<file path="src/hdl/hlca_pkg.sv">
// Package of the Hough lane averager: state codes, register indexes,
// CORDIC constants and the arctangent table. No dependencies.
package hlca_pkg;

    typedef enum logic [3:0] {
        ST_IDLE,
        ST_CORDIC,
        ST_MUL,
        ST_PT,
        ST_DIFF,
        ST_WIN,
        ST_ACC,
        ST_DIV_SETUP,
        ST_DIV,
        ST_DIV_DONE,
        ST_OUT
    } state_t;

    typedef enum logic [2:0] {
        CFG_HALF_LENGTH  = 3'd0,
        CFG_LEFT_LOW     = 3'd1,
        CFG_LEFT_HIGH    = 3'd2,
        CFG_RIGHT_LOW    = 3'd3,
        CFG_RIGHT_HIGH   = 3'd4
    } cfg_idx_t;

    localparam int CFG_IDX_W  = 3;
    localparam int CFG_DATA_W = 16;

    localparam logic [11:0]        RST_HALF_LENGTH = 12'd1500;
    localparam logic signed [15:0] RST_LEFT_LOW    = -16'sd192;
    localparam logic signed [15:0] RST_LEFT_HIGH   = -16'sd166;
    localparam logic signed [15:0] RST_RIGHT_LOW   = 16'sd205;
    localparam logic signed [15:0] RST_RIGHT_HIGH  = 16'sd340;

    localparam int CORDIC_ITERS = 20;
    localparam int CORDIC_W     = 33;
    localparam int ZW           = 26;
    localparam logic signed [CORDIC_W-1:0] CORDIC_GAIN = 33'sd652032874;

    // arctangent of 2^-i in units of pi/2^24
    function automatic logic signed [ZW-1:0] atan_lut(input logic [4:0] i);
        logic signed [ZW-1:0] v;
        begin
            case (i)
                5'd0:    v = 26'sd4194304;
                5'd1:    v = 26'sd2476042;
                5'd2:    v = 26'sd1308273;
                5'd3:    v = 26'sd664100;
                5'd4:    v = 26'sd333339;
                5'd5:    v = 26'sd166832;
                5'd6:    v = 26'sd83436;
                5'd7:    v = 26'sd41721;
                5'd8:    v = 26'sd20861;
                5'd9:    v = 26'sd10430;
                5'd10:   v = 26'sd5215;
                5'd11:   v = 26'sd2608;
                5'd12:   v = 26'sd1304;
                5'd13:   v = 26'sd652;
                5'd14:   v = 26'sd326;
                5'd15:   v = 26'sd163;
                5'd16:   v = 26'sd81;
                5'd17:   v = 26'sd41;
                5'd18:   v = 26'sd20;
                5'd19:   v = 26'sd10;
                default: v = '0;
            endcase
            return v;
        end
    endfunction

endpackage

</file>
<file path="src/hdl/hlca_if.sv">
// Channel interfaces of the Hough lane averager: line words in, lane
// result words out. Valid/ready handshake. No dependencies.
interface hlca_in_if;
    logic               valid;
    logic               ready;
    logic signed [16:0] rho;
    logic [15:0]        theta;
    logic               line_valid;
    logic               frame_end;

    modport source (output valid, rho, theta, line_valid, frame_end, input ready);
    modport sink   (input valid, rho, theta, line_valid, frame_end, output ready);
endinterface

interface hlca_out_if #(
    parameter int COORD_BITS = 14
);
    logic                         valid;
    logic                         ready;
    logic                         side;
    logic                         found;
    logic signed [COORD_BITS-1:0] avg_x1;
    logic signed [COORD_BITS-1:0] avg_y1;
    logic signed [COORD_BITS-1:0] avg_x2;
    logic signed [COORD_BITS-1:0] avg_y2;
    logic [10:0]                  line_count;
    logic                         overflow;
    logic                         last_result;

    modport source (output valid, side, found, avg_x1, avg_y1, avg_x2, avg_y2,
                    line_count, overflow, last_result, input ready);
    modport sink   (input valid, side, found, avg_x1, avg_y1, avg_x2, avg_y2,
                    line_count, overflow, last_result, output ready);
endinterface

</file>
<file path="src/hdl/hough_lane_classify_average_top.sv">
// Hough lane classifier and averager: CORDIC, endpoint, slope window,
// accumulation and averaging divider under one sequencer.
// Depends on hlca_pkg and hlca_if.
//
//  channel  | dir | words
//  ---------+-----+----------------------------------------------
//  in_ch    | in  | one Hough line and/or frame end per word
//  out_ch   | out | two lane averages per frame end, left then right
//  cfg_*    | in  | register writes, taken at any edge with cfg_we
//
// A line word holds the block through 20 CORDIC rotations, then the
// multiply, endpoint, difference, window and accumulate steps through the one
// shared multiplier and adder; a new word is taken only once the last is done.
// A frame end adds, per side with lines, 4 averages on the bit-serial divider,
// per empty side only the setup steps, plus the output handshake.
// in_ch.ready is high only between words.
// A stalled out_ch holds the block. Reset clears all sums and restores the
// register defaults at once; there is no clearing pass.
module hough_lane_classify_average_top #(
    parameter int MAX_LINES  = 1024,
    parameter int COORD_BITS = 14
) (
    input  logic                                clk,
    input  logic                                rst_n,
    hlca_in_if.sink                             in_ch,
    hlca_out_if.source                          out_ch,
    input  logic                                cfg_we,
    input  logic [hlca_pkg::CFG_IDX_W-1:0]      cfg_index,
    input  logic [hlca_pkg::CFG_DATA_W-1:0]     cfg_data
);

    localparam int CW     = hlca_pkg::CORDIC_W;
    localparam int CNT_W  = $clog2(MAX_LINES + 1);
    localparam int SUM_W  = COORD_BITS + CNT_W;
    localparam int MB_W   = (COORD_BITS + 1 > 17) ? COORD_BITS + 1 : 17;
    localparam int P_W    = CW + MB_W;
    localparam int E_W    = P_W + 5;
    localparam int PX_W   = E_W - 34;
    localparam int NUM_W  = SUM_W + 3;
    localparam int DEN_W  = CNT_W + 1;
    localparam int REM_W  = DEN_W + 1;
    localparam int DC_W   = $clog2(NUM_W + 1);
    localparam int D_W    = COORD_BITS + 1;

    localparam logic signed [E_W-1:0]  RND    = E_W'(64'sd1 <<< 33);
    localparam logic signed [PX_W-1:0] PIX_HI = PX_W'((64'sd1 <<< (COORD_BITS - 1)) - 1);
    localparam logic signed [PX_W-1:0] PIX_LO = PX_W'(-(64'sd1 <<< (COORD_BITS - 1)));

    // configuration
    logic [11:0]        half_length_reg;
    logic signed [15:0] left_low_reg, left_high_reg, right_low_reg, right_high_reg;

    hlca_pkg::state_t state_reg, state_next;

    logic signed [16:0]           rho_reg;
    logic                         upper_reg;
    logic                         fend_reg;
    logic signed [CW-1:0]         x_reg, y_reg;
    logic signed [hlca_pkg::ZW-1:0] z_reg;
    logic [4:0]                   iter_reg;
    logic [2:0]                   step_reg;
    logic signed [P_W-1:0]        prod_reg;
    logic signed [E_W-1:0]        x0_reg, y0_reg, hs_reg, hc_reg;
    logic signed [COORD_BITS-1:0] pt_reg [4];
    logic signed [D_W-1:0]        dx_reg, dy_reg;
    logic [3:0]                   win_reg;

    logic signed [SUM_W-1:0]      lsum_reg [4];
    logic signed [SUM_W-1:0]      rsum_reg [4];
    logic [CNT_W-1:0]             lcnt_reg, rcnt_reg;
    logic                         lovf_reg, rovf_reg;

    logic                         side_reg;
    logic [1:0]                   k_reg;
    logic [NUM_W-1:0]             dq_reg;
    logic [REM_W-1:0]             rem_reg;
    logic [DEN_W-1:0]             den_reg;
    logic                         neg_reg;
    logic [DC_W-1:0]              dcnt_reg;
    logic signed [COORD_BITS-1:0] avg_reg [4];

    // ------------------------------------------------------------------
    // combinational datapath
    logic                         in_acc, out_acc;
    logic signed [CW-1:0]         c_val, s_val, xsh, ysh;
    logic signed [hlca_pkg::ZW-1:0] atan_v;
    logic signed [CW-1:0]         mul_a;
    logic signed [MB_W-1:0]       mul_b;
    logic signed [P_W-1:0]        prod;
    logic signed [MB_W-1:0]       hl_ext;
    logic signed [E_W-1:0]        ep_v, ep_r, ep_s;
    logic signed [PX_W-1:0]       pxw;
    logic signed [COORD_BITS-1:0] pix;
    logic signed [P_W-1:0]        nn;
    logic [1:0]                   widx;
    logic                         dpos, win_ok;
    logic                         go_left, go_right;
    logic signed [SUM_W-1:0]      sum_sel;
    logic [CNT_W-1:0]             cnt_sel;
    logic                         ovf_sel;
    logic signed [NUM_W-1:0]      num;
    logic [DEN_W-1:0]             den;
    logic [NUM_W-1:0]             mag;
    logic [REM_W-1:0]             trial;
    logic                         qbit;
    logic [NUM_W-1:0]             qneg;
    logic [CNT_W+10:0]            cnt_ext;

    assign in_acc  = in_ch.valid && in_ch.ready;
    assign out_acc = out_ch.valid && out_ch.ready;

    assign c_val  = upper_reg ? -y_reg : x_reg;
    assign s_val  = upper_reg ? x_reg : y_reg;
    assign xsh    = x_reg >>> iter_reg;
    assign ysh    = y_reg >>> iter_reg;
    assign atan_v = hlca_pkg::atan_lut(iter_reg);
    assign hl_ext = MB_W'($signed({1'b0, half_length_reg}));

    always_comb
    begin
        mul_a = '0;
        mul_b = '0;
        if (state_reg == hlca_pkg::ST_MUL)
        begin
            case (step_reg[1:0])
                2'd0:    begin mul_a = c_val; mul_b = MB_W'(rho_reg); end
                2'd1:    begin mul_a = s_val; mul_b = MB_W'(rho_reg); end
                2'd2:    begin mul_a = s_val; mul_b = hl_ext; end
                default: begin mul_a = c_val; mul_b = hl_ext; end
            endcase
        end
        else if (state_reg == hlca_pkg::ST_WIN)
        begin
            mul_b = MB_W'(dx_reg);
            case (step_reg[1:0])
                2'd0:    mul_a = CW'(left_low_reg);
                2'd1:    mul_a = CW'(left_high_reg);
                2'd2:    mul_a = CW'(right_low_reg);
                default: mul_a = CW'(right_high_reg);
            endcase
        end
    end

    assign prod = P_W'(mul_a) * P_W'(mul_b);

    // endpoint in Q34, rounded half up and clamped to pixels
    always_comb
    begin
        case (step_reg[1:0])
            2'd0:    ep_v = x0_reg - hs_reg;
            2'd1:    ep_v = y0_reg + hc_reg;
            2'd2:    ep_v = x0_reg + hs_reg;
            default: ep_v = y0_reg - hc_reg;
        endcase
        ep_r = ep_v + RND;
        ep_s = ep_r >>> 34;
        pxw  = ep_s[PX_W-1:0];
        if (pxw > PIX_HI)
            pix = PIX_HI[COORD_BITS-1:0];
        else if (pxw < PIX_LO)
            pix = PIX_LO[COORD_BITS-1:0];
        else
            pix = pxw[COORD_BITS-1:0];
    end

    // slope window compare on the registered product
    assign nn   = P_W'(dy_reg) <<< 8;
    assign widx = 2'(step_reg - 3'd1);
    assign dpos = dx_reg > 0;
    always_comb
    begin
        if (!widx[0])
            win_ok = dpos ? (prod_reg <= nn) : (prod_reg >= nn);
        else
            win_ok = dpos ? (prod_reg >= nn) : (prod_reg <= nn);
    end

    assign go_left  = (dx_reg != '0) && win_reg[0] && win_reg[1];
    assign go_right = (dx_reg != '0) && win_reg[2] && win_reg[3] && !go_left;

    // averaging divider operands
    assign sum_sel = side_reg ? rsum_reg[k_reg] : lsum_reg[k_reg];
    assign cnt_sel = side_reg ? rcnt_reg : lcnt_reg;
    assign ovf_sel = side_reg ? rovf_reg : lovf_reg;
    assign num     = (NUM_W'(sum_sel) <<< 1) + $signed(NUM_W'(cnt_sel));
    assign den     = {cnt_sel, 1'b0};
    assign mag     = num[NUM_W-1] ? NUM_W'(-num + $signed(NUM_W'(den)) - 1) : NUM_W'(num);
    assign trial   = {rem_reg[REM_W-2:0], dq_reg[NUM_W-1]};
    assign qbit    = trial >= REM_W'(den_reg);
    assign qneg    = neg_reg ? (~dq_reg + 1'b1) : dq_reg;

    // ------------------------------------------------------------------
    // sequencer
    always_ff @(posedge clk or negedge rst_n)
    begin
        if (!rst_n)
            state_reg <= hlca_pkg::ST_IDLE;
        else
            state_reg <= state_next;
    end

    always_comb
    begin
        state_next = state_reg;
        unique case (state_reg)
            hlca_pkg::ST_IDLE:
            begin
                if (in_acc)
                begin
                    if (in_ch.line_valid)
                        state_next = hlca_pkg::ST_CORDIC;
                    else if (in_ch.frame_end)
                        state_next = hlca_pkg::ST_DIV_SETUP;
                end
            end
            hlca_pkg::ST_CORDIC:
                if (iter_reg == 5'(hlca_pkg::CORDIC_ITERS - 1))
                    state_next = hlca_pkg::ST_MUL;
            hlca_pkg::ST_MUL:
                if (step_reg == 3'd4)
                    state_next = hlca_pkg::ST_PT;
            hlca_pkg::ST_PT:
                if (step_reg == 3'd3)
                    state_next = hlca_pkg::ST_DIFF;
            hlca_pkg::ST_DIFF:
                state_next = hlca_pkg::ST_WIN;
            hlca_pkg::ST_WIN:
                if (step_reg == 3'd4)
                    state_next = hlca_pkg::ST_ACC;
            hlca_pkg::ST_ACC:
                state_next = fend_reg ? hlca_pkg::ST_DIV_SETUP : hlca_pkg::ST_IDLE;
            hlca_pkg::ST_DIV_SETUP:
            begin
                if (cnt_sel != '0)
                    state_next = hlca_pkg::ST_DIV;
                else if (k_reg == 2'd3)
                    state_next = hlca_pkg::ST_OUT;
            end
            hlca_pkg::ST_DIV:
                if (dcnt_reg == DC_W'(NUM_W - 1))
                    state_next = hlca_pkg::ST_DIV_DONE;
            hlca_pkg::ST_DIV_DONE:
                state_next = (k_reg == 2'd3) ? hlca_pkg::ST_OUT : hlca_pkg::ST_DIV_SETUP;
            hlca_pkg::ST_OUT:
                if (out_acc)
                    state_next = side_reg ? hlca_pkg::ST_IDLE : hlca_pkg::ST_DIV_SETUP;
            default:
                state_next = hlca_pkg::ST_IDLE;
        endcase
    end

    // configuration registers
    always_ff @(posedge clk or negedge rst_n)
    begin
        if (!rst_n)
        begin
            half_length_reg <= hlca_pkg::RST_HALF_LENGTH;
            left_low_reg    <= hlca_pkg::RST_LEFT_LOW;
            left_high_reg   <= hlca_pkg::RST_LEFT_HIGH;
            right_low_reg   <= hlca_pkg::RST_RIGHT_LOW;
            right_high_reg  <= hlca_pkg::RST_RIGHT_HIGH;
        end
        else if (cfg_we)
        begin
            unique case (cfg_index)
                hlca_pkg::CFG_HALF_LENGTH: half_length_reg <= cfg_data[11:0];
                hlca_pkg::CFG_LEFT_LOW:    left_low_reg    <= cfg_data;
                hlca_pkg::CFG_LEFT_HIGH:   left_high_reg   <= cfg_data;
                hlca_pkg::CFG_RIGHT_LOW:   right_low_reg   <= cfg_data;
                hlca_pkg::CFG_RIGHT_HIGH:  right_high_reg  <= cfg_data;
                default: ;
            endcase
        end
    end

    // per-side accumulators
    always_ff @(posedge clk or negedge rst_n)
    begin
        if (!rst_n)
        begin
            for (int i = 0; i < 4; i++)
            begin
                lsum_reg[i] <= '0;
                rsum_reg[i] <= '0;
            end
            lcnt_reg <= '0;
            rcnt_reg <= '0;
            lovf_reg <= 1'b0;
            rovf_reg <= 1'b0;
        end
        else if (state_reg == hlca_pkg::ST_ACC)
        begin
            if (go_left)
            begin
                if (lcnt_reg >= CNT_W'(MAX_LINES))
                    lovf_reg <= 1'b1;
                else
                begin
                    for (int i = 0; i < 4; i++)
                        lsum_reg[i] <= lsum_reg[i] + SUM_W'(pt_reg[i]);
                    lcnt_reg <= lcnt_reg + 1'b1;
                end
            end
            else if (go_right)
            begin
                if (rcnt_reg >= CNT_W'(MAX_LINES))
                    rovf_reg <= 1'b1;
                else
                begin
                    for (int i = 0; i < 4; i++)
                        rsum_reg[i] <= rsum_reg[i] + SUM_W'(pt_reg[i]);
                    rcnt_reg <= rcnt_reg + 1'b1;
                end
            end
        end
        else if (state_reg == hlca_pkg::ST_OUT && out_acc && side_reg)
        begin
            // frame done: drop all sums
            for (int i = 0; i < 4; i++)
            begin
                lsum_reg[i] <= '0;
                rsum_reg[i] <= '0;
            end
            lcnt_reg <= '0;
            rcnt_reg <= '0;
            lovf_reg <= 1'b0;
            rovf_reg <= 1'b0;
        end
    end

    // control counters
    always_ff @(posedge clk or negedge rst_n)
    begin
        if (!rst_n)
        begin
            iter_reg <= '0;
            step_reg <= '0;
            dcnt_reg <= '0;
            k_reg    <= '0;
            side_reg <= 1'b0;
            fend_reg <= 1'b0;
        end
        else
        begin
            unique case (state_reg)
                hlca_pkg::ST_IDLE:
                begin
                    iter_reg <= '0;
                    step_reg <= '0;
                    k_reg    <= '0;
                    side_reg <= 1'b0;
                    if (in_acc)
                        fend_reg <= in_ch.frame_end;
                end
                hlca_pkg::ST_CORDIC:
                    iter_reg <= iter_reg + 1'b1;
                hlca_pkg::ST_MUL, hlca_pkg::ST_WIN:
                    step_reg <= (step_reg == 3'd4) ? 3'd0 : step_reg + 1'b1;
                hlca_pkg::ST_PT:
                    step_reg <= (step_reg == 3'd3) ? 3'd0 : step_reg + 1'b1;
                hlca_pkg::ST_DIV_SETUP:
                begin
                    dcnt_reg <= '0;
                    if (cnt_sel == '0)
                        k_reg <= k_reg + 1'b1;
                end
                hlca_pkg::ST_DIV:
                    dcnt_reg <= dcnt_reg + 1'b1;
                hlca_pkg::ST_DIV_DONE:
                    k_reg <= k_reg + 1'b1;
                hlca_pkg::ST_OUT:
                begin
                    if (out_acc)
                    begin
                        side_reg <= 1'b1;
                        k_reg    <= '0;
                    end
                end
                default: ;
            endcase
        end
    end

    // datapath registers
    always_ff @(posedge clk)
    begin
        unique case (state_reg)
            hlca_pkg::ST_IDLE:
            begin
                if (in_acc)
                begin
                    rho_reg   <= in_ch.rho;
                    upper_reg <= in_ch.theta[15];
                    x_reg     <= hlca_pkg::CORDIC_GAIN;
                    y_reg     <= '0;
                    z_reg     <= hlca_pkg::ZW'({in_ch.theta[14:0], 8'd0});
                end
            end
            hlca_pkg::ST_CORDIC:
            begin
                if (!z_reg[hlca_pkg::ZW-1])
                begin
                    x_reg <= x_reg - ysh;
                    y_reg <= y_reg + xsh;
                    z_reg <= z_reg - atan_v;
                end
                else
                begin
                    x_reg <= x_reg + ysh;
                    y_reg <= y_reg - xsh;
                    z_reg <= z_reg + atan_v;
                end
            end
            hlca_pkg::ST_MUL:
            begin
                prod_reg <= prod;
                case (step_reg)
                    3'd1:    x0_reg <= E_W'(prod_reg);
                    3'd2:    y0_reg <= E_W'(prod_reg);
                    3'd3:    hs_reg <= E_W'(prod_reg) <<< 4;
                    3'd4:    hc_reg <= E_W'(prod_reg) <<< 4;
                    default: ;
                endcase
            end
            hlca_pkg::ST_PT:
                pt_reg[step_reg[1:0]] <= pix;
            hlca_pkg::ST_DIFF:
            begin
                dx_reg <= D_W'(pt_reg[2]) - D_W'(pt_reg[0]);
                dy_reg <= D_W'(pt_reg[3]) - D_W'(pt_reg[1]);
            end
            hlca_pkg::ST_WIN:
            begin
                prod_reg <= prod;
                if (step_reg != 3'd0)
                    win_reg[widx] <= win_ok;
            end
            hlca_pkg::ST_DIV_SETUP:
            begin
                if (cnt_sel == '0)
                    avg_reg[k_reg] <= '0;
                dq_reg  <= mag;
                rem_reg <= '0;
                den_reg <= den;
                neg_reg <= num[NUM_W-1];
            end
            hlca_pkg::ST_DIV:
            begin
                rem_reg <= qbit ? (trial - REM_W'(den_reg)) : trial;
                dq_reg  <= {dq_reg[NUM_W-2:0], qbit};
            end
            hlca_pkg::ST_DIV_DONE:
                avg_reg[k_reg] <= qneg[COORD_BITS-1:0];
            default: ;
        endcase
    end

    // ------------------------------------------------------------------
    // channel ports
    assign cnt_ext = (CNT_W + 11)'(cnt_sel);

    assign in_ch.ready        = (state_reg == hlca_pkg::ST_IDLE);
    assign out_ch.valid       = (state_reg == hlca_pkg::ST_OUT);
    assign out_ch.side        = side_reg;
    assign out_ch.found       = (cnt_sel != '0);
    assign out_ch.avg_x1      = avg_reg[0];
    assign out_ch.avg_y1      = avg_reg[1];
    assign out_ch.avg_x2      = avg_reg[2];
    assign out_ch.avg_y2      = avg_reg[3];
    assign out_ch.line_count  = cnt_ext[10:0];
    assign out_ch.overflow    = ovf_sel;
    assign out_ch.last_result = side_reg;

endmodule

</file>
<file path="src/flat_wrapper.sv">
// flat-port wrapper written by rule: the top's interface ports become plain ports
module hough_lane_classify_average_top_flat 
#(
    parameter int MAX_LINES  = 1024,
    parameter int COORD_BITS = 14
)
  (clk, rst_n, cfg_we, cfg_index, cfg_data, in_ch_valid, in_ch_rho, in_ch_theta, in_ch_line_valid, in_ch_frame_end, in_ch_ready, out_ch_valid, out_ch_side, out_ch_found, out_ch_avg_x1, out_ch_avg_y1, out_ch_avg_x2, out_ch_avg_y2, out_ch_line_count, out_ch_overflow, out_ch_last_result, out_ch_ready);
  hlca_in_if in_ch_i ();
  hlca_out_if #(.COORD_BITS(COORD_BITS)) out_ch_i ();
  input  logic clk;
  input  logic rst_n;
  input  logic cfg_we;
  input  logic [hlca_pkg::CFG_IDX_W-1:0] cfg_index;
  input  logic [hlca_pkg::CFG_DATA_W-1:0] cfg_data;
  input wire logic [$bits(in_ch_i.valid)-1:0] in_ch_valid;
  input wire logic [$bits(in_ch_i.rho)-1:0] in_ch_rho;
  input wire logic [$bits(in_ch_i.theta)-1:0] in_ch_theta;
  input wire logic [$bits(in_ch_i.line_valid)-1:0] in_ch_line_valid;
  input wire logic [$bits(in_ch_i.frame_end)-1:0] in_ch_frame_end;
  output wire logic [$bits(in_ch_i.ready)-1:0] in_ch_ready;
  output wire logic [$bits(out_ch_i.valid)-1:0] out_ch_valid;
  output wire logic [$bits(out_ch_i.side)-1:0] out_ch_side;
  output wire logic [$bits(out_ch_i.found)-1:0] out_ch_found;
  output wire logic [$bits(out_ch_i.avg_x1)-1:0] out_ch_avg_x1;
  output wire logic [$bits(out_ch_i.avg_y1)-1:0] out_ch_avg_y1;
  output wire logic [$bits(out_ch_i.avg_x2)-1:0] out_ch_avg_x2;
  output wire logic [$bits(out_ch_i.avg_y2)-1:0] out_ch_avg_y2;
  output wire logic [$bits(out_ch_i.line_count)-1:0] out_ch_line_count;
  output wire logic [$bits(out_ch_i.overflow)-1:0] out_ch_overflow;
  output wire logic [$bits(out_ch_i.last_result)-1:0] out_ch_last_result;
  input wire logic [$bits(out_ch_i.ready)-1:0] out_ch_ready;
  assign in_ch_i.valid = in_ch_valid;
  assign in_ch_i.rho = in_ch_rho;
  assign in_ch_i.theta = in_ch_theta;
  assign in_ch_i.line_valid = in_ch_line_valid;
  assign in_ch_i.frame_end = in_ch_frame_end;
  assign in_ch_ready = in_ch_i.ready;
  assign out_ch_valid = out_ch_i.valid;
  assign out_ch_side = out_ch_i.side;
  assign out_ch_found = out_ch_i.found;
  assign out_ch_avg_x1 = out_ch_i.avg_x1;
  assign out_ch_avg_y1 = out_ch_i.avg_y1;
  assign out_ch_avg_x2 = out_ch_i.avg_x2;
  assign out_ch_avg_y2 = out_ch_i.avg_y2;
  assign out_ch_line_count = out_ch_i.line_count;
  assign out_ch_overflow = out_ch_i.overflow;
  assign out_ch_last_result = out_ch_i.last_result;
  assign out_ch_i.ready = out_ch_ready;
  hough_lane_classify_average_top #(.MAX_LINES(MAX_LINES), .COORD_BITS(COORD_BITS)) u_core (.clk(clk), .rst_n(rst_n), .in_ch(in_ch_i), .out_ch(out_ch_i), .cfg_we(cfg_we), .cfg_index(cfg_index), .cfg_data(cfg_data));
endmodule
</file>
<file path="config.mk">
export PLATFORM = sky130hd
export DESIGN_NAME = hough_lane_classify_average_top_flat
export DESIGN_NICKNAME = d
export VERILOG_FILES = /design/src/hdl/hlca_pkg.sv /design/src/hdl/hlca_if.sv /design/src/hdl/hough_lane_classify_average_top.sv /design/src/flat_wrapper.sv
export SDC_FILE = /design/constraint.sdc
export NUM_CORES = 2
export LEC_CHECK = 0
export BUFFER_PORTS_ARGS = -buffer_cell sky130_fd_sc_hd__buf_2
export CORE_MARGIN = 10
export CORE_UTILIZATION = 35
export DETAILED_ROUTE_END_ITERATION = 8
export PLACE_DENSITY = 0.52
export SYNTH_ARGS = -nofsm -noshare
export SYNTH_HDL_FRONTEND = slang
export SYNTH_SLANG_ARGS = --single-unit
</file>
<file path="constraint.sdc">
create_clock -name clk -period 12.9 [get_ports clk]
set_input_delay 0.645 -clock clk [delete_from_list [all_inputs] [get_ports clk]]
set_output_delay 0.645 -clock clk [all_outputs]
set_load 0.02 [all_outputs]
</file>
==> summary.md <==
| Metric | Value |
|---|---|
| Main flop type after synthesis | edfxtp_1 |
| Tmin final | around 11 ns |
| Via Count | 65.6k |
| Crit Path Class | flop to flop |
| Synth unique cells | 96 |
| Initial Util | 35.2% |
| Largest net degree at the start of global routing | 89 |
| Root Buffer | clkbuf_16 |
| Nets | 9962 |
| Compound-Gate Fraction of Synth Area | 14.1% |
| Finish-stage setup viols | 0 |
| TritonCTS clock tree | done |
| Synthesis-to-layout area growth | 9.99% |
| Die ar. | 254000 um2 |
| Number of synthesized flops with an enable pin | 550 |
| Post-CTS sizing | 0 |
| # IOs | about 130 |
| Rel. slew slack | 5.22% |
| CP arrival | 11.56 ns |
| GP Congestion | between 0.8 and 0.9 |
| Global-route wire length before repair | approximately 400000 um |
| 1st-iter DRT viols | 5309 |
| Number of buffers inserted by post-CTS setup repair | 0 |
| Die height | 504 um |
| Max cap viols | 0 |
| Largest family of logic cells by synthesized area | adder cells |
| Vias per inst | approximately 5.5 |
| Peak Freq | 0.0904 GHz |
| H-tree levels | 3 |
| Syn_nets | 9953 |
| GRT Util Overall | 20.0% |
| Initial antenna violation count | 24 |
| Max-slew violations | 0 |
| CP Launch Type | flop |
| Post-Synth Simple-Gate Area | around 15% |
| Area of the multi-input gates | 53200 um2 |
| Worst Tran Pin Value | ~1.4 ns |
| Leakage power | ~38 nW |
| Unrepaired setup endpoints after global routing | no |
| Status | finished clean |
| IO buf count | about 130 |
| Clock latency at the later pin of the worst-skew pair | 0.78 ns |
| Adder-cell share of the synthesized area | 23.1% |
| Synth async-reset ratio | a little under two fifths |
| XOR/XNOR share of the synthesized area | roughly 6.3% |
| Wire length per cell | 21.9 um |
| Setup TNS Final | 0 ns |
| Pint | 13.3 mW |
| Most frequent cells in the layout | 943 x nor2_1, 835 x inv_1, 700 x nand2_1 |
| Commonest non-fill, non-tap cell in the layout | nor2_1 |
| Sw Share | 50.2% |
| PwrDens | 296 nW/um2 |
| Clock Skew | 0.0322 ns |
| Core Area | ~230000 um2 |
| CTS clk-pin slew, worst paths | 0.06 ns |
| Overall routed net length | 262000 um |
| Yosys reg bits | 871 |
| Register area | 24600 um2 |
| Comb power frac | 67.1% |
| Worst Hold Class | primary input to flop |
| Clock share of power | 12.4% |
| # DRC | 0 |
| Routed Antenna Nets | 0 |
| # rows | 177 |
| Largest stage delay, worst path | 0.55 ns |
| Grt total ovfl | 0 |
| Final hold viol count | 0 |
| Hold Buf Count CTS | 1 |
| Dpl hpwl | 203000 um |
| Crit Path Max Fanout | 9 |
| Post-place setup slack | around 1.9 ns |
| Layout cells sized above 1 | 9.13% |
| Sequential fraction of the synthesis area | between 20 and 30% |
| Vias in the first global route | 65.3k |
| Filler cells | 23.1k |
| Die Span X | 504 um |
| Most frequent CP cell | fa_1 |
| Tcrit/Tclk final | ~86% |
| CTS Buf Count | 107 |
| Syn. warnings | 0 |
| Synth Cell Area | 82000 um2 |
| # clock sinks | about 870 |
| Worst path required time | 13.40 ns |
| Setup WS post-layout | 1.84 ns |
| CP endpoint kind | flop |
| Share of power burned in registers | 20.5% |
| Post-synthesis mux area share | roughly 5.8% |
| Critical Path Slowest Stage Cell | fa_1 |
| Pre-Repair DR Iteration Count | 6 |
| Peak supply drop | 0.174 mV |
| Psw | around 13 mW |
| Hold_ws | roughly 0.075 ns |
| Cells after synthesis | 8715 |
| Syn_area_per_cell | 9.41 um2 |
| Clk buf depth | 3 |
[cells in the mapped netlist (13+ instances only)]
cell type	instances	area, um2
fa_1	553	11100
a222oi_1	16	160
a21oi_1	557	2790
nand3b_1	13	97.6
a21boi_0	15	113
nor3_1	177	886
and2_1	56	350
nor4_1	45	282
mux2i_1	83	831
buf_1	50	188
o21ai_1	13	65.1
inv_1	836	3140
o21a_1	72	541
o21bai_1	73	548
nand2_1	704	2640
edfxtp_1	550	16500
nor2b_1	64	400
a31oi_1	75	469
and3_1	70	438
o211ai_1	59	443
mux4_2	114	2570
o31ai_1	49	368
xor2_1	316	2770
or2_2	36	225
o41ai_1	13	114
nor3b_1	27	203
a22oi_1	13	97.6
dfstp_2	37	972
clkbuf_1	280	1050
o22ai_1	17	106
a31o_2	15	131
ha_1	626	7830
o21ai_0	466	2330
a21o_1	153	1150
a211oi_1	73	548
nand2b_1	111	694
dfrtp_1	284	7110
or4_1	23	173
xnor2_1	275	2410
o2111ai_1	18	158
or3_1	62	388
nand4_1	56	350
mux2_2	121	1360
nor2_1	949	3560
nand3_1	289	1450
[critical path: cells and delay by family, from the launching register on]
kind / cells / cell delay (ns)
compound gates: 10 / 2.43
xor+xnor: 1 / 0.11
fa+ha+maj: 8 / 3.48
buf+inv: 5 / 0.32
flops: 1 / 0.52
simple gates: 13 / 3.96
[layer usage]
metal	GRT usage [%]	share of wire, %	vias up
li1	-	-	30500
met1	27.4	45	33000
met2	32.7	47	1746
met3	2.74	5.3	337
met4	6.02	2.8	0
met5	0	0	-
[area by class of cell]
| type | instances | share of cell area, % |
|---|---|---|
| multi-input combinational | 6665 | 59.0 |
| sequential | 871 | 27.3 |
| tap | 3132 | 4.35 |
| inverter | 840 | 3.50 |
| clock buffer | 129 | 3.21 |
| timing repair buffer | 239 | 1.64 |
| clock inverter | 73 | 1.02 |
| antenna | 12 | 0.0333 |
[worst paths after layout]
path,start,end,slack (ns),cells after the start
setup reg to reg,u_core.y_reg[1],u_core.prod_reg[48],1.84,37
max in group asynchronous,rst_n,u_core.left_low_reg[3],10.84,3
min in group asynchronous,rst_n,u_core.lsum_reg[67],0.47,2
hold reg to reg,u_core.rovf_reg,u_core.rovf_reg,0.49,2
setup / recovery,u_core.y_reg[1],u_core.prod_reg[48],1.84,37
hold / removal,in_ch_rho[5],u_core.rho_reg[5],0.07,1
[cell families (layout without fill, tap and decap cells)]
family | after synthesis | count (layout)
other | 0 | 12
AO/OA/AOI/OAI | 1851 | 1851
AND/OR/NAND/NOR | 2726 | 2726
buffers and inverters | 1179 | 1281
multiplexers | 318 | 318
adder cells (fa/ha/maj) | 1179 | 1179
flip-flops | 871 | 871
XOR/XNOR | 591 | 591
[stage by stage]
step           total power, mW  std cells  util (%)  instance area, um2
2_1_floorplan             18.2       8715         -               82000
3_3_place_gp              23.0      11700      37.1               86300
3_5_place_dp              23.3      11700      37.1               86300
4_1_cts                   26.8      11900      38.7               90200
5_1_grt                   29.1      12000      38.7               90200
6_report                  26.7      12000      38.7               90200
[power groups by stage]
stage / Combinational, mW / Sequential (mW) / Clock (mW)
global placement: 17.5 / 5.51 / 0
finish: 17.9 / 5.49 / 3.31
detailed placement: 17.8 / 5.53 / 0
floorplan: 13.4 / 4.87 / 0
global route: 20.0 / 5.58 / 3.50
CTS: 17.9 / 5.49 / 3.39
(Power assumes the default switching activity.)
